==> src/sv/nmea7s_pkg.sv <==
// Shared types, constants and segment tables for the NMEA time display core.
// No dependencies; every other file refers to this package by scoped names.
package nmea7s_pkg;

  // Result queue between parser and arithmetic back end.
  localparam int unsigned QDEPTH = 2;
  localparam int unsigned QPTR_W = (QDEPTH > 1) ? $clog2(QDEPTH) : 1;
  localparam int unsigned QCNT_W = $clog2(QDEPTH + 1);

  // Sentence framing.
  localparam logic [7:0] CHAR_DOLLAR = 8'h24;
  localparam logic [7:0] CHAR_COMMA  = 8'h2C;
  localparam logic [7:0] CHAR_ZERO   = 8'h30;
  localparam logic [7:0] CHAR_NINE   = 8'h39;
  localparam int unsigned TIME_DIGITS = 6;
  localparam int unsigned DATE_DIGITS = 4;
  localparam int unsigned SKIP_COMMAS = 8;

  // Configuration port.
  localparam int unsigned CFG_IDX_W  = 3;
  localparam int unsigned CFG_DATA_W = 11;
  localparam logic [CFG_IDX_W-1:0] CFG_MIRROR_DISPLAY    = 3'd0;
  localparam logic [CFG_IDX_W-1:0] CFG_ZONE_HOURS        = 3'd1;
  localparam logic [CFG_IDX_W-1:0] CFG_ZONE_MINUTES      = 3'd2;
  localparam logic [CFG_IDX_W-1:0] CFG_DST_START         = 3'd3;
  localparam logic [CFG_IDX_W-1:0] CFG_DST_END           = 3'd4;
  localparam logic [CFG_IDX_W-1:0] CFG_FORMAT_24H        = 3'd5;
  localparam logic [CFG_IDX_W-1:0] CFG_TRIM_LEADING_ZERO = 3'd6;

  typedef struct packed {
    logic              mirror_display;
    logic signed [5:0] zone_hours;
    logic [5:0]        zone_minutes;
    logic [10:0]       dst_start;
    logic [10:0]       dst_end;
    logic              format_24h;
    logic              trim_leading_zero;
  } cfg_t;

  // One complete sentence: six time digits and four date digits, BCD,
  // first received in the top nibble.
  typedef struct packed {
    logic [23:0] time_digits;
    logic [15:0] date_digits;
  } stamp_t;

  localparam logic [6:0] SEG_MIRRORED [10] = '{
    7'h3F, 7'h30, 7'h5B, 7'h79, 7'h74, 7'h6D, 7'h6F, 7'h38, 7'h7F, 7'h7D
  };
  localparam logic [6:0] SEG_PLAIN [10] = '{
    7'h3F, 7'h06, 7'h5B, 7'h4F, 7'h66, 7'h6D, 7'h7D, 7'h07, 7'h7F, 7'h6F
  };
  localparam logic [3:0] COLON_MIRRORED [4] = '{4'd0, 4'd4, 4'd12, 4'd8};
  localparam logic [3:0] COLON_PLAIN    [4] = '{4'd0, 4'd8, 4'd12, 4'd4};

  function automatic logic [6:0] seg_code(input logic [3:0] digit, input logic mirror);
    logic [3:0] idx;
    idx = (digit > 4'd9) ? digit - 4'd10 : digit;
    return mirror ? SEG_MIRRORED[idx] : SEG_PLAIN[idx];
  endfunction

endpackage

==> src/sv/nmea7s_ifs.sv <==
// Handshake channels of the NMEA time display core: byte in, result out, config.
// Depends on nmea7s_pkg for the config port widths.
interface nmea7s_byte_if;
  logic       valid;
  logic       ready;
  logic [7:0] rx_byte;
  modport source (output valid, output rx_byte, input ready);
  modport sink   (input valid, input rx_byte, output ready);
endinterface

interface nmea7s_res_if;
  logic       valid;
  logic       ready;
  logic [4:0] hour_shown;
  logic [5:0] minute_shown;
  logic [6:0] second_shown;
  logic [6:0] hour_tens_segments;
  logic [6:0] hour_ones_segments;
  logic [6:0] minute_tens_segments;
  logic [6:0] minute_ones_segments;
  logic [4:0] punct_segments;
  modport source (output valid, output hour_shown, output minute_shown,
                  output second_shown, output hour_tens_segments,
                  output hour_ones_segments, output minute_tens_segments,
                  output minute_ones_segments, output punct_segments, input ready);
  modport sink   (input valid, input hour_shown, input minute_shown,
                  input second_shown, input hour_tens_segments,
                  input hour_ones_segments, input minute_tens_segments,
                  input minute_ones_segments, input punct_segments, output ready);
endinterface

interface nmea7s_cfg_if;
  logic                                valid;
  logic                                ready;
  logic [nmea7s_pkg::CFG_IDX_W-1:0]  index;
  logic [nmea7s_pkg::CFG_DATA_W-1:0] data;
  modport source (output valid, output index, output data, input ready);
  modport sink   (input valid, input index, input data, output ready);
endinterface

==> src/sv/nmea7s_parse.sv <==
// Front end: sentence parser that collects time and date digits per byte.
// Depends on nmea7s_pkg and nmea7s_byte_if.
module nmea7s_parse (
  input  logic               clk,
  input  logic               rst,
  nmea7s_byte_if.sink        rx,
  input  logic               q_full,
  output logic               push,
  output nmea7s_pkg::stamp_t push_data
);

  typedef enum logic [2:0] {
    PH_WAIT, PH_FIRST_COMMA, PH_TIME, PH_COMMAS, PH_DATE
  } phase_t;

  phase_t      phase, phase_next;
  logic [3:0]  comma_count, comma_count_next;
  logic [2:0]  digit_count, digit_count_next;
  logic [23:0] time_digits, time_digits_next;
  logic [15:0] date_digits, date_digits_next;
  logic        accept, is_digit, is_comma;
  logic [3:0]  digit;

  assign rx.ready = !q_full;
  assign accept   = rx.valid && rx.ready;
  assign is_digit = (rx.rx_byte >= nmea7s_pkg::CHAR_ZERO) &&
                    (rx.rx_byte <= nmea7s_pkg::CHAR_NINE);
  assign is_comma = (rx.rx_byte == nmea7s_pkg::CHAR_COMMA);
  assign digit    = rx.rx_byte[3:0];

  always_comb begin
    phase_next       = phase;
    comma_count_next = comma_count;
    digit_count_next = digit_count;
    time_digits_next = time_digits;
    date_digits_next = date_digits;
    push             = 1'b0;
    if (accept) begin
      unique case (phase)
        PH_FIRST_COMMA: begin
          if (is_comma) begin
            phase_next       = PH_TIME;
            digit_count_next = '0;
            time_digits_next = '0;
          end
        end
        PH_TIME: begin
          if (!is_digit) begin
            phase_next = PH_WAIT;
          end else begin
            time_digits_next = {time_digits[19:0], digit};
            digit_count_next = digit_count + 3'd1;
            if (digit_count_next >= 3'(nmea7s_pkg::TIME_DIGITS)) begin
              phase_next       = PH_COMMAS;
              comma_count_next = '0;
            end
          end
        end
        PH_COMMAS: begin
          if (is_comma) begin
            comma_count_next = comma_count + 4'd1;
            if (comma_count_next >= 4'(nmea7s_pkg::SKIP_COMMAS)) begin
              phase_next       = PH_DATE;
              digit_count_next = '0;
              date_digits_next = '0;
            end
          end
        end
        PH_DATE: begin
          if (!is_digit) begin
            phase_next = PH_WAIT;
          end else begin
            date_digits_next = {date_digits[11:0], digit};
            digit_count_next = digit_count + 3'd1;
            if (digit_count_next >= 3'(nmea7s_pkg::DATE_DIGITS)) begin
              phase_next = PH_WAIT;
              push       = 1'b1;
            end
          end
        end
        default: begin
          // idle, and any stray code: look for the sentence start
          phase_next = (rx.rx_byte == nmea7s_pkg::CHAR_DOLLAR) ? PH_FIRST_COMMA : PH_WAIT;
        end
      endcase
    end
  end

  assign push_data.time_digits = time_digits;
  assign push_data.date_digits = date_digits_next;

  always_ff @(posedge clk) begin
    if (rst) begin
      phase       <= PH_WAIT;
      comma_count <= '0;
      digit_count <= '0;
      time_digits <= '0;
      date_digits <= '0;
    end else begin
      phase       <= phase_next;
      comma_count <= comma_count_next;
      digit_count <= digit_count_next;
      time_digits <= time_digits_next;
      date_digits <= date_digits_next;
    end
  end

endmodule

==> src/sv/nmea7s_fifo.sv <==
// Short queue of parsed sentences between the parser and the back end.
// Depends on nmea7s_pkg for depth and entry type.
module nmea7s_fifo (
  input  logic               clk,
  input  logic               rst,
  input  logic               push,
  input  nmea7s_pkg::stamp_t push_data,
  output logic               full,
  input  logic               pop,
  output logic               head_valid,
  output nmea7s_pkg::stamp_t head
);

  nmea7s_pkg::stamp_t                entries [nmea7s_pkg::QDEPTH];
  logic [nmea7s_pkg::QPTR_W-1:0]     wr_ptr, rd_ptr;
  logic [nmea7s_pkg::QCNT_W-1:0]     count;
  logic                              do_push, do_pop;

  assign full       = (count == nmea7s_pkg::QCNT_W'(nmea7s_pkg::QDEPTH));
  assign head_valid = (count != '0);
  assign head       = entries[rd_ptr];
  assign do_push    = push && !full;
  assign do_pop     = pop && head_valid;

  function automatic logic [nmea7s_pkg::QPTR_W-1:0] bump(
    input logic [nmea7s_pkg::QPTR_W-1:0] p);
    return (p == nmea7s_pkg::QPTR_W'(nmea7s_pkg::QDEPTH - 1)) ? '0 :
           p + nmea7s_pkg::QPTR_W'(1);
  endfunction

  always_ff @(posedge clk) begin
    if (do_push) begin
      entries[wr_ptr] <= push_data;
    end
  end

  always_ff @(posedge clk) begin
    if (rst) begin
      wr_ptr <= '0;
      rd_ptr <= '0;
      count  <= '0;
    end else begin
      if (do_push) begin
        wr_ptr <= bump(wr_ptr);
      end
      if (do_pop) begin
        rd_ptr <= bump(rd_ptr);
      end
      if (do_push && !do_pop) begin
        count <= count + nmea7s_pkg::QCNT_W'(1);
      end else if (do_pop && !do_push) begin
        count <= count - nmea7s_pkg::QCNT_W'(1);
      end
    end
  end

  a_no_push_when_full: assert property (@(posedge clk) disable iff (rst)
    push |-> !full) else $error("sentence pushed into a full queue");
  a_count_bounded: assert property (@(posedge clk) disable iff (rst)
    count <= nmea7s_pkg::QCNT_W'(nmea7s_pkg::QDEPTH))
    else $error("queue count beyond depth");

endmodule

==> src/sv/nmea7s_calc.sv <==
// Back end: two-stage zone/DST arithmetic and segment encoding with output register.
// Depends on nmea7s_pkg and nmea7s_res_if.
module nmea7s_calc (
  input  logic               clk,
  input  logic               rst,
  input  nmea7s_pkg::cfg_t   cfg,
  input  logic               head_valid,
  input  nmea7s_pkg::stamp_t head,
  output logic               pop,
  nmea7s_res_if.source       res
);

  // stage 1 signals
  logic [6:0]        hour_raw, minute_raw, second_raw, day, month;
  logic [13:0]       md;
  logic signed [5:0] zh, zh_mod;
  logic [5:0]        zm_mod, minute_mod;
  logic [7:0]        msum;
  logic              carry, dst;
  logic signed [8:0] hsum;
  logic [4:0]        hour24;

  logic              s1_valid;
  logic [4:0]        s1_hour;
  logic [5:0]        s1_minute;
  logic [6:0]        s1_second;

  // stage 2 signals
  logic              s1_adv, s2_adv;
  logic [1:0]        colon_idx;
  logic [3:0]        colon;
  logic              pm;
  logic [4:0]        hdisp;
  logic [1:0]        h_tens;
  logic [3:0]        h_ones, m_tens, m_ones;

  function automatic logic [6:0] two_digits(input logic [3:0] hi, input logic [3:0] lo);
    return ({3'b0, hi} << 3) + ({3'b0, hi} << 1) + {3'b0, lo};
  endfunction

  // biased hour sum reaches 148 (hour 99, zone +23, carry, DST), so take 8 bits
  function automatic logic [4:0] mod24(input logic [7:0] v);
    logic [7:0] r;
    r = v;
    if (r >= 8'd96) r = r - 8'd96;
    if (r >= 8'd48) r = r - 8'd48;
    if (r >= 8'd24) r = r - 8'd24;
    return r[4:0];
  endfunction

  function automatic logic [3:0] tens_of(input logic [5:0] v);
    logic [3:0] t;
    t = 4'd0;
    if (v >= 6'd10) t = 4'd1;
    if (v >= 6'd20) t = 4'd2;
    if (v >= 6'd30) t = 4'd3;
    if (v >= 6'd40) t = 4'd4;
    if (v >= 6'd50) t = 4'd5;
    return t;
  endfunction

  assign s2_adv = !res.valid || res.ready;
  assign s1_adv = !s1_valid || s2_adv;
  assign pop    = head_valid && s1_adv;

  // Stage 1: digits to numbers, zone offset, carry, DST, wrap to 0..23.
  always_comb begin
    hour_raw   = two_digits(head.time_digits[23:20], head.time_digits[19:16]);
    minute_raw = two_digits(head.time_digits[15:12], head.time_digits[11:8]);
    second_raw = two_digits(head.time_digits[7:4], head.time_digits[3:0]);
    day        = two_digits(head.date_digits[15:12], head.date_digits[11:8]);
    month      = two_digits(head.date_digits[7:4], head.date_digits[3:0]);
    md         = (14'(month) << 6) + (14'(month) << 5) + (14'(month) << 2) + 14'(day);
    zh         = $signed(cfg.zone_hours);
    if (zh >= 6'sd24) begin
      zh_mod = zh - 6'sd24;
    end else if (zh <= -6'sd24) begin
      zh_mod = zh + 6'sd24;
    end else begin
      zh_mod = zh;
    end
    zm_mod = (cfg.zone_minutes >= 6'd60) ? cfg.zone_minutes - 6'd60 : cfg.zone_minutes;
    msum   = {1'b0, minute_raw} + {2'b0, zm_mod};
    carry  = (msum >= 8'd60);
    if (msum >= 8'd120) begin
      minute_mod = 6'(msum - 8'd120);
    end else if (msum >= 8'd60) begin
      minute_mod = 6'(msum - 8'd60);
    end else begin
      minute_mod = 6'(msum);
    end
    dst = (cfg.dst_start != '0) && (md >= {3'b0, cfg.dst_start}) &&
          (md < {3'b0, cfg.dst_end});
    // bias by 24 so the sum is never negative before the wrap
    hsum = $signed({2'b0, hour_raw}) + $signed({{3{zh_mod[5]}}, zh_mod}) +
           $signed({8'b0, carry}) + $signed({8'b0, dst}) + 9'sd24;
    hour24 = mod24(hsum[7:0]);
  end

  // Stage 2: optional 12-hour format, punctuation, digit split and segment lookup.
  always_comb begin
    if (s1_second >= 7'd45) begin
      colon_idx = 2'd3;
    end else if (s1_second >= 7'd30) begin
      colon_idx = 2'd2;
    end else if (s1_second >= 7'd15) begin
      colon_idx = 2'd1;
    end else begin
      colon_idx = 2'd0;
    end
    colon = cfg.mirror_display ? nmea7s_pkg::COLON_MIRRORED[colon_idx] :
                                 nmea7s_pkg::COLON_PLAIN[colon_idx];
    pm    = 1'b0;
    hdisp = s1_hour;
    if (!cfg.format_24h) begin
      pm    = (s1_hour >= 5'd12);
      hdisp = pm ? s1_hour - 5'd12 : s1_hour;
      if (hdisp == 5'd0) hdisp = 5'd12;
    end
    if (hdisp >= 5'd20) begin
      h_tens = 2'd2;
    end else if (hdisp >= 5'd10) begin
      h_tens = 2'd1;
    end else begin
      h_tens = 2'd0;
    end
    h_ones = 4'(hdisp - ({3'b0, h_tens} << 3) - ({3'b0, h_tens} << 1));
    m_tens = tens_of(s1_minute);
    m_ones = 4'(s1_minute - ({2'b0, m_tens} << 3) - ({2'b0, m_tens} << 1));
  end

  always_ff @(posedge clk) begin
    if (rst) begin
      s1_valid  <= 1'b0;
      res.valid <= 1'b0;
    end else begin
      if (s1_adv) begin
        s1_valid <= head_valid;
      end
      if (s2_adv) begin
        res.valid <= s1_valid;
      end
    end
  end

  always_ff @(posedge clk) begin
    if (pop) begin
      s1_hour   <= hour24;
      s1_minute <= minute_mod;
      s1_second <= second_raw;
    end
    if (s2_adv && s1_valid) begin
      res.hour_shown           <= hdisp;
      res.minute_shown         <= s1_minute;
      res.second_shown         <= s1_second;
      res.hour_tens_segments   <= (cfg.trim_leading_zero && hdisp < 5'd10) ? 7'd0 :
                                  nmea7s_pkg::seg_code({2'b0, h_tens}, cfg.mirror_display);
      res.hour_ones_segments   <= nmea7s_pkg::seg_code(h_ones, cfg.mirror_display);
      res.minute_tens_segments <= nmea7s_pkg::seg_code(m_tens, cfg.mirror_display);
      res.minute_ones_segments <= nmea7s_pkg::seg_code(m_ones, cfg.mirror_display);
      res.punct_segments       <= {pm, colon | {2'b0, ~s1_second[0], 1'b0}};
    end
  end

  a_hour_range: assert property (@(posedge clk) disable iff (rst)
    res.valid |-> res.hour_shown < 5'd24) else $error("shown hour out of range");
  a_minute_range: assert property (@(posedge clk) disable iff (rst)
    res.valid |-> res.minute_shown < 6'd60) else $error("shown minute out of range");
  a_stage1_holds: assert property (@(posedge clk) disable iff (rst)
    (s1_valid && !s2_adv) |=> s1_valid) else $error("stage 1 word lost under stall");

endmodule

==> src/sv/nmea_time_to_seven_segment_core.sv <==
// NMEA time to seven-segment core: parser front end, 2-word queue, 2-stage back end.
// Accepts one byte per cycle unless the queue is full; words pass queue, s1, output reg.
// Throughput is set by the parser; the queue absorbs output stalls until it is full.
// Synchronous active-high reset clears parser, queue and pipeline; config gets defaults.
// Depends on nmea7s_pkg, nmea7s_ifs, nmea7s_parse, nmea7s_fifo and nmea7s_calc.
module nmea_time_to_seven_segment_core (
  input  logic          clk,
  input  logic          rst,
  nmea7s_byte_if.sink   rx,
  nmea7s_res_if.source  res,
  nmea7s_cfg_if.sink    cfg
);

  nmea7s_pkg::cfg_t   cfg_reg;
  nmea7s_pkg::stamp_t push_data, head;
  logic               push, q_full, pop, head_valid;

  // Config writes are always taken; an index beyond the register list is dropped.
  assign cfg.ready = 1'b1;

  always_ff @(posedge clk) begin
    if (rst) begin
      cfg_reg.mirror_display    <= 1'b1;
      cfg_reg.zone_hours        <= -6'sd8;
      cfg_reg.zone_minutes      <= 6'd0;
      cfg_reg.dst_start         <= 11'd312;
      cfg_reg.dst_end           <= 11'd1105;
      cfg_reg.format_24h        <= 1'b1;
      cfg_reg.trim_leading_zero <= 1'b0;
    end else if (cfg.valid) begin
      case (cfg.index)
        nmea7s_pkg::CFG_MIRROR_DISPLAY:    cfg_reg.mirror_display    <= cfg.data[0];
        nmea7s_pkg::CFG_ZONE_HOURS:        cfg_reg.zone_hours        <= $signed(cfg.data[5:0]);
        nmea7s_pkg::CFG_ZONE_MINUTES:      cfg_reg.zone_minutes      <= cfg.data[5:0];
        nmea7s_pkg::CFG_DST_START:         cfg_reg.dst_start         <= cfg.data[10:0];
        nmea7s_pkg::CFG_DST_END:           cfg_reg.dst_end           <= cfg.data[10:0];
        nmea7s_pkg::CFG_FORMAT_24H:        cfg_reg.format_24h        <= cfg.data[0];
        nmea7s_pkg::CFG_TRIM_LEADING_ZERO: cfg_reg.trim_leading_zero <= cfg.data[0];
        default: ;
      endcase
    end
  end

  // Front end: classify bytes, collect digits, push one word per full sentence.
  nmea7s_parse u_parse (
    .clk       (clk),
    .rst       (rst),
    .rx        (rx),
    .q_full    (q_full),
    .push      (push),
    .push_data (push_data)
  );

  // Decouple parser from the arithmetic so either side can stall on its own.
  nmea7s_fifo u_fifo (
    .clk        (clk),
    .rst        (rst),
    .push       (push),
    .push_data  (push_data),
    .full       (q_full),
    .pop        (pop),
    .head_valid (head_valid),
    .head       (head)
  );

  // Back end: zone, DST and format math, then segment codes into the output register.
  nmea7s_calc u_calc (
    .clk        (clk),
    .rst        (rst),
    .cfg        (cfg_reg),
    .head_valid (head_valid),
    .head       (head),
    .pop        (pop),
    .res        (res)
  );

endmodule
==> src/flat_wrapper.sv <==
// flat-port wrapper written by rule: the top's interface ports become plain ports
module nmea_time_to_seven_segment_core_flat 
  (clk, rst, rx_valid, rx_rx_byte, rx_ready, res_valid, res_hour_shown, res_minute_shown, res_second_shown, res_hour_tens_segments, res_hour_ones_segments, res_minute_tens_segments, res_minute_ones_segments, res_punct_segments, res_ready, cfg_valid, cfg_index, cfg_data, cfg_ready);
  nmea7s_byte_if rx_i ();
  nmea7s_res_if res_i ();
  nmea7s_cfg_if cfg_i ();
  input  logic clk;
  input  logic rst;
  input wire logic [$bits(rx_i.valid)-1:0] rx_valid;
  input wire logic [$bits(rx_i.rx_byte)-1:0] rx_rx_byte;
  output wire logic [$bits(rx_i.ready)-1:0] rx_ready;
  output wire logic [$bits(res_i.valid)-1:0] res_valid;
  output wire logic [$bits(res_i.hour_shown)-1:0] res_hour_shown;
  output wire logic [$bits(res_i.minute_shown)-1:0] res_minute_shown;
  output wire logic [$bits(res_i.second_shown)-1:0] res_second_shown;
  output wire logic [$bits(res_i.hour_tens_segments)-1:0] res_hour_tens_segments;
  output wire logic [$bits(res_i.hour_ones_segments)-1:0] res_hour_ones_segments;
  output wire logic [$bits(res_i.minute_tens_segments)-1:0] res_minute_tens_segments;
  output wire logic [$bits(res_i.minute_ones_segments)-1:0] res_minute_ones_segments;
  output wire logic [$bits(res_i.punct_segments)-1:0] res_punct_segments;
  input wire logic [$bits(res_i.ready)-1:0] res_ready;
  input wire logic [$bits(cfg_i.valid)-1:0] cfg_valid;
  input wire logic [$bits(cfg_i.index)-1:0] cfg_index;
  input wire logic [$bits(cfg_i.data)-1:0] cfg_data;
  output wire logic [$bits(cfg_i.ready)-1:0] cfg_ready;
  assign rx_i.valid = rx_valid;
  assign rx_i.rx_byte = rx_rx_byte;
  assign rx_ready = rx_i.ready;
  assign res_valid = res_i.valid;
  assign res_hour_shown = res_i.hour_shown;
  assign res_minute_shown = res_i.minute_shown;
  assign res_second_shown = res_i.second_shown;
  assign res_hour_tens_segments = res_i.hour_tens_segments;
  assign res_hour_ones_segments = res_i.hour_ones_segments;
  assign res_minute_tens_segments = res_i.minute_tens_segments;
  assign res_minute_ones_segments = res_i.minute_ones_segments;
  assign res_punct_segments = res_i.punct_segments;
  assign res_i.ready = res_ready;
  assign cfg_i.valid = cfg_valid;
  assign cfg_i.index = cfg_index;
  assign cfg_i.data = cfg_data;
  assign cfg_ready = cfg_i.ready;
  nmea_time_to_seven_segment_core u_core (.clk(clk), .rst(rst), .rx(rx_i), .res(res_i), .cfg(cfg_i));
endmodule
==> config.mk <==
export PLATFORM = sky130hd
export DESIGN_NAME = nmea_time_to_seven_segment_core_flat
export DESIGN_NICKNAME = d
export VERILOG_FILES = /design/src/sv/nmea7s_pkg.sv /design/src/sv/nmea7s_ifs.sv /design/src/sv/nmea7s_parse.sv /design/src/sv/nmea7s_fifo.sv /design/src/sv/nmea7s_calc.sv /design/src/sv/nmea_time_to_seven_segment_core.sv /design/src/flat_wrapper.sv
export SDC_FILE = /design/constraint.sdc
export NUM_CORES = 1
export LEC_CHECK = 0
export BUFFER_PORTS_ARGS = -buffer_cell sky130_fd_sc_hd__buf_2
export CAP_MARGIN = 15
export CORE_MARGIN = 1.5
export CORE_UTILIZATION = 55
export CTS_CLUSTER_SIZE = 24
export DETAILED_ROUTE_END_ITERATION = 6
export GPL_ROUTABILITY_DRIVEN = 0
export PLACE_DENSITY = 0.87
export REMOVE_ABC_BUFFERS = 1
export SLEW_MARGIN = 20
export SYNTH_ARGS = -nofsm -noshare
export SYNTH_HDL_FRONTEND = slang
export SYNTH_SLANG_ARGS = --single-unit
export TNS_END_PERCENT = 30
==> constraint.sdc <==
create_clock -name clk -period 8.8 [get_ports clk]
set_clock_uncertainty 0.2 [all_clocks]
set_input_delay 0 -clock clk [delete_from_list [all_inputs] [get_ports clk]]
set_output_delay 0 -clock clk [all_outputs]
set_load 0.01 [all_outputs]
### Word-level counts from Yosys, hierarchy flattened

Memory sizes are Yosys's and may differ from the RTL's. A register that Yosys moved wholly into a read port is not among the register bits.
Index checks and enable logic that the tools add are counted.

* muxes and demuxes: 90
* bitwise gates (word level): 7
* order comparisons: 36
* reduce and logical (&&, ||, !) cells: 38
* add/subtract/negate cells: 41
* equal/unequal tests: 21

Operators with widths (number)
* two-way mux 7 bit: 20
* two-way mux 16 bit: 4
* two-way mux 4 bit: 16
* two-way mux 24 bit: 2
* case mux 24 bit (2 select lines): 1
* adder 7 x 4 -> 7 bit: 5
* adder 7 x 5 -> 7 bit: 5
* two-way mux 3 bit: 11
* case mux 16 bit (2 select lines): 1
* two-way mux 6 bit: 5
* >= comparator 5 bit, second input constant: 5
* >= comparator 6 bit, second input constant: 4
* >= comparator 8 x 6 -> 1 bit, second input constant: 3
* subtractor 6 bit, second input constant: 4
* two-way mux 5 bit: 4
* NOT 4 -> 5 bit: 4
* adder 8 x 2 -> 8 bit: 2
* binary-select mux 4 bit (select 2 bit): 2
* equality test 8 x 6 -> 1 bit, second input constant: 2
* >= comparator 8 x 7 -> 1 bit, second input constant: 2
* two-way mux 8 bit: 2
* adder 13 x 12 -> 14 bit: 1
* adder 14 x 7 -> 14 bit: 1
* adder 14 x 9 -> 14 bit: 1
* other kinds (61): 126

* bits in read-only memories: 896
* input port bits: 27
* memory bits (writable): 80
* memories: 9
* logic and storage cells: 271
* output and inout bits: 54
* register bits after elaboration: 162

Memory list
* (name not given): depth 16, bits a word 7, rd ports 1, clocked after Yosys merged registers in 0, wr ports 0, line nmea7s_pkg.sv:59 `return mirror ? SEG_MIRRORED[idx] : SEG_PLAIN[idx];`
* (name not given): depth 16, bits a word 7, rd ports 1, clocked after Yosys merged registers in 0, wr ports 0, line nmea7s_pkg.sv:59
* (name not given): depth 16, bits a word 7, rd ports 1, clocked after Yosys merged registers in 0, wr ports 0, line nmea7s_pkg.sv:59
* (name not given): depth 16, bits a word 7, rd ports 1, clocked after Yosys merged registers in 0, wr ports 0, line nmea7s_pkg.sv:59
* (name not given): depth 16, bits a word 7, rd ports 1, clocked after Yosys merged registers in 0, wr ports 0, line nmea7s_pkg.sv:59
* (name not given): depth 16, bits a word 7, rd ports 1, clocked after Yosys merged registers in 0, wr ports 0, line nmea7s_pkg.sv:59
* 3 more memories

### Longest topological paths before layout

* word-level depth: 17
* mapped depth: 38
* depth with buffers taken out: 36

### By module

Synthesis repeated with hierarchy kept, for this count alone.

* cell total of the unflattened synthesis: 1367
* area total of the unflattened synthesis: 14462.6 sq um

By module, submodules not included
* nmea7s_calc: cells an instance 773, sequential area each 2052.0 sq um, instances 1, area each 7393.3 sq um
* nmea7s_fifo: cells an instance 149, sequential area each 2502.4 sq um, instances 1, area each 3093.0 sq um
* nmea7s_parse: cells an instance 295, sequential area each 1001.0 sq um, instances 1, area each 2409.8 sq um
* nmea_time_to_seven_segment_core: cells an instance 150, sequential area each 740.7 sq um, instances 1, area each 1566.5 sq um

### Worst setup path before layout

No wires, ideal clock.

* path type: flip-flop to flip-flop
* start: register (tool-made name)
* end: register u_core.u_calc.s1_hour[3], data pin
* period minus slack after synthesis: 8959 ps
* setup time: 263 ps
* buffers on the path: 2
* data required time: 8337 ps
* slack: -159 ps
* cell stages (with the launch flop): 37
* arrival time: 8496 ps
* cell sequence: dfxtp_1 -> clkbuf_1 -> clkbuf_1 -> mux2_2 -> fa_1 -> fa_1 -> a21o_1 -> a21oi_1 -> xor2_1 -> fa_1 -> fa_1 -> inv_1 -> ha_1 -> a21oi_1 -> o21bai_1 -> a21oi_1 -> xnor2_1 -> ha_1 -> o21ai_0 -> nand2b_1 -> or3_1 -> a31oi_1 -> o2111a_1 -> ha_1 -> fa_1 -> a21o_1 -> a21oi_1 -> o311ai_2 -> nand2b_1 -> mux2i_1 -> ha_1 -> nor2b_1 -> and3_1 -> a2bb2oi_1 -> o21a_1 -> o31ai_1 -> nand3b_1

RTL lines
* end signal, assigned: line nmea7s_calc.sv:148 `s1_hour <= hour24;`
* end, declared: line nmea7s_calc.sv:24 `logic [4:0] s1_hour;`

==> impl_summary.md <==
Cells and area
In the layout the commonest cells are sky130_fd_sc_hd__edfxtp_1 (147), sky130_fd_sc_hd__ha_1 (139), sky130_fd_sc_hd__nand2_1 (111). The register with the most flip-flops in the layout has 80 of them. The share of layout cells above drive strength 1 is 0.146. The final instance area is 16,000 um2. The antenna diode count is 0. The leading cell type in the layout, fill and taps excluded is sky130_fd_sc_hd__edfxtp_1. The final cell utilization of the core is 0.637.

At the end of the flow, the number of nets in the layout was between 1,500 and 2,000. The area growth from synthesis to layout is 13.6%.

Clock network
The number of sinks driven by the clock tree is 241. CTS built an H-tree with a depth of 1. The register clock-pin slew on the reported worst setup and hold paths is 0.06 ns. The maximum clock insertion buffer count is 3. TritonCTS built the clock tree. The clock latency on the worst-skew pair is 0.54 ns. The total CTS buffers is 25. The tree is rooted in a sky130_fd_sc_hd__clkbuf_16.

Route
For this run, design rule violations remaining after detail routing come to 0. The DRC violation total after the first TritonRoute iteration is 749. Once detail routing completed, the nets flagged for antenna violations numbered 0.

Using the TritonRoute via totals, the vias-per-cell ratio works out to 5.78. The average wire per cell in the routed design is approximately 16 um. The number of search-and-repair iterations in the first detailed-routing pass is 7. For this block, the routed nets add up to 29,200 um of wire. The via count of the routed design is 10,275.

Floorplanning
The standard-cell row count is 58. The floorplan step set the die width to between 150 and 200 um. The effective utilization at floorplan is 0.560. After floorplanning, the core was sized to cover 25,200 um2. In this run the count of I/O pins placed on the die edge is 81. The area of the die is 26,600 um2. The die is 163 um tall.

Power
The total power density per cell area is 159 nW/um2. The leakage power is around 6.5 nW. IR analysis of the VDD net gives a maximum drop of 164 uV.

Global route
The number of global-route vias before repair is 10,015. In the global route stage, overall resource usage came out at 0.219. The initial antenna violation count is 0.

Entering global routing, the biggest net connects 95 pins. After global routing the overflow that remains totals 0. The wire length of the first global-routing pass is 47,600 um.

STA
The count of endpoints failing hold in the final timing report came to 0. Dividing the final minimum period by the clock period gives 0.974. The total count of max-transition violations in the final report is 0. The pin slew with the least headroom to its limit is around 1.1 ns.

The tightest hold path in the finished design has a slack of between 0.005 and 0.006 ns. Static timing analysis puts the maximum clock frequency at 0.117 GHz. The worst slew margin relative to its limit is 0.293. The smallest clock period supported by the final layout is computed as about 8.6 ns. The sum of negative setup slack is 0 ns. Setup violations remaining at the end of the flow were counted as 0.

Critical path
The slowest stage of the critical path is the sky130_fd_sc_hd__fa_1 cell. The capturing element type of the critical path is a register. The worst setup path is of the reg2reg kind. The required time reported for the critical path endpoint is between 8 and 9 ns.

The largest fanout on the critical path is 8. At the worst endpoint, the arrival time is between 8 and 9 ns. By instance count, the cell type seen most on the critical path is sky130_fd_sc_hd__fa_1. The critical path launch point type is a register. The longest individual stage delay on the worst path is 0.54 ns.

Placement
The sum of net half-perimeters after detailed placement is about 20,000 um. Summing all placed instances gives a cell area of 14,700 um2. During placement, the flow inserted port buffers numbering between 70 and 80.

Synth
The count of different cell masters after synthesis is between 80 and 90. The complex-gate fraction of the synthesized area came to 0.149. The cell count after synthesis came out at ~1,300. Ranked by total cell area, the synthesized netlist is headed by sky130_fd_sc_hd__edfxtp_1 (31%), sky130_fd_sc_hd__dfxtp_1 (13%), sky130_fd_sc_hd__ha_1 (13%), sky130_fd_sc_hd__a21oi_1 (3.9%), sky130_fd_sc_hd__mux2_2 (3.0%). The sequential area share after synthesis is 0.446. The fraction of synthesized area in multiplexers is 0.0466.

sky130_fd_sc_hd__edfxtp_1 takes more of the synthesized area than any other cell. Of the total synthesized cell area, the portion taken by full adders, half adders and majority gates is 0.154. The XOR/XNOR share of the synthesized area is 0.0298. In the synthesized netlist the async set-or-reset flop fraction comes to 0.

The share of synthesized area in the top cell type comes to 0.313. For this run, the number of Yosys warnings is 0. The flip-flop and latch count after synthesis is 241. The combinational family with the most area after synthesis is adder cells. The average instance area after synthesis is 10.5 um2. The synthesized design contains about 150 enable-type register cells.

The share of synthesized cell area in and, or, nand and nor gates is 0.129. In the synthesized netlist the dominant register cell turns out to be sky130_fd_sc_hd__edfxtp_1. The synthesized area is 14,100 um2.

Worst hold path
The min-delay analysis places its worst path in the category in2reg.

Run status
The flow ran to the end, and the final reports show no timing, DRC or antenna violations.

Flow run
The max-cap violation count is 0.
worst paths after layout:
check                          start                  endpoint  slack [ns]  depth (start not counted)
setup / recovery            register  u_core.u_calc.s1_hour[3]        0.22                         33
hold / removal              rx_valid      u_core.u_fifo.wr_ptr       0.006                          5
setup reg to reg            register  u_core.u_calc.s1_hour[3]        0.22                         33
hold reg to reg   u_core.cfg_reg[10]        u_core.cfg_reg[10]        0.26                          2
worst max-delay path: cells and delay by family (launching register included):
family	cells	cell delay, ns
fa+ha+maj	8	3.04
compound gates	12	2.01
simple gates	7	1.22
mux	3	0.85
xor+xnor	2	0.52
flops	1	0.40
buf+inv	1	0.07
report_power, final:
group          switching, mW  internal, mW
Sequential           0.00679          1.19
Clock                  0.441         0.676
Combinational          0.131         0.101
Total                  0.578          1.97
cells in the mapped netlist (7+ instances only):
library cell	n
sky130_fd_sc_hd__clkbuf_1	40
sky130_fd_sc_hd__a211oi_1	9
sky130_fd_sc_hd__xor2_1	20
sky130_fd_sc_hd__fa_1	19
sky130_fd_sc_hd__o21ai_0	52
sky130_fd_sc_hd__nor2_1	62
sky130_fd_sc_hd__a31oi_1	8
sky130_fd_sc_hd__a21oi_1	109
sky130_fd_sc_hd__nor2b_1	30
sky130_fd_sc_hd__nand3b_1	9
sky130_fd_sc_hd__mux2_2	38
sky130_fd_sc_hd__and3_1	14
sky130_fd_sc_hd__buf_2	9
sky130_fd_sc_hd__a21o_1	23
sky130_fd_sc_hd__o211ai_1	9
sky130_fd_sc_hd__edfxtp_1	147
sky130_fd_sc_hd__and2_1	14
sky130_fd_sc_hd__ha_1	143
sky130_fd_sc_hd__nor3_1	12
sky130_fd_sc_hd__mux2i_1	23
sky130_fd_sc_hd__a311o_1	7
sky130_fd_sc_hd__dfxtp_1	94
sky130_fd_sc_hd__inv_1	96
sky130_fd_sc_hd__nand3_1	39
sky130_fd_sc_hd__nand2_1	111
sky130_fd_sc_hd__or3_1	9
sky130_fd_sc_hd__xnor2_1	28
sky130_fd_sc_hd__a22o_1	16
sky130_fd_sc_hd__nand2b_1	16
timing repair:
action | in CTS | in global routing
setup buffers | 0 | 2
hold buffers | 31 | 0
pin swaps | 0 | 11
resized for setup | 3 | 18
endpoints found under the hold margin | 66 | 0
setup endpoints to repair | 2 | 2
per-layer routing:
layer / vias up / share of wire / track usage
li1: 5017 / - / -
met1: 4853 / 0.43 / 0.275
met2: 339 / 0.49 / 0.388
met3: 66 / 0.047 / 0.0259
met4: 0 / 0.032 / 0.0759
met5: - / 0 / 0
per-stage QoR:
step	power, mW	instances	setup WS (ns)
6_report	2.55	1778	0.225
5_1_grt	2.63	1778	-0.133
4_1_cts	2.53	1775	0.0171
3_5_place_dp	1.42	1698	-0.174
3_3_place_gp	1.41	1698	0.235
2_1_floorplan	1.36	1281	-0.337
logic make-up after synthesis:
logic type	count (synthesis)
fa+ha+maj	162
flops	241
xor+xnor	48
simple gates	355
other cells	2
mux	61
compound gates	315
buf+inv	158
area by class of cell:
type,instances,area [um2]
inverter,97,364
fill,1837,9150
tap,330,413
timing repair buffer,121,798
clock inverter,10,143
clock buffer,36,739
multi-input combinational,943,7280
sequential,241,6300
No activity file was read; power rests on OpenSTA's default activity.
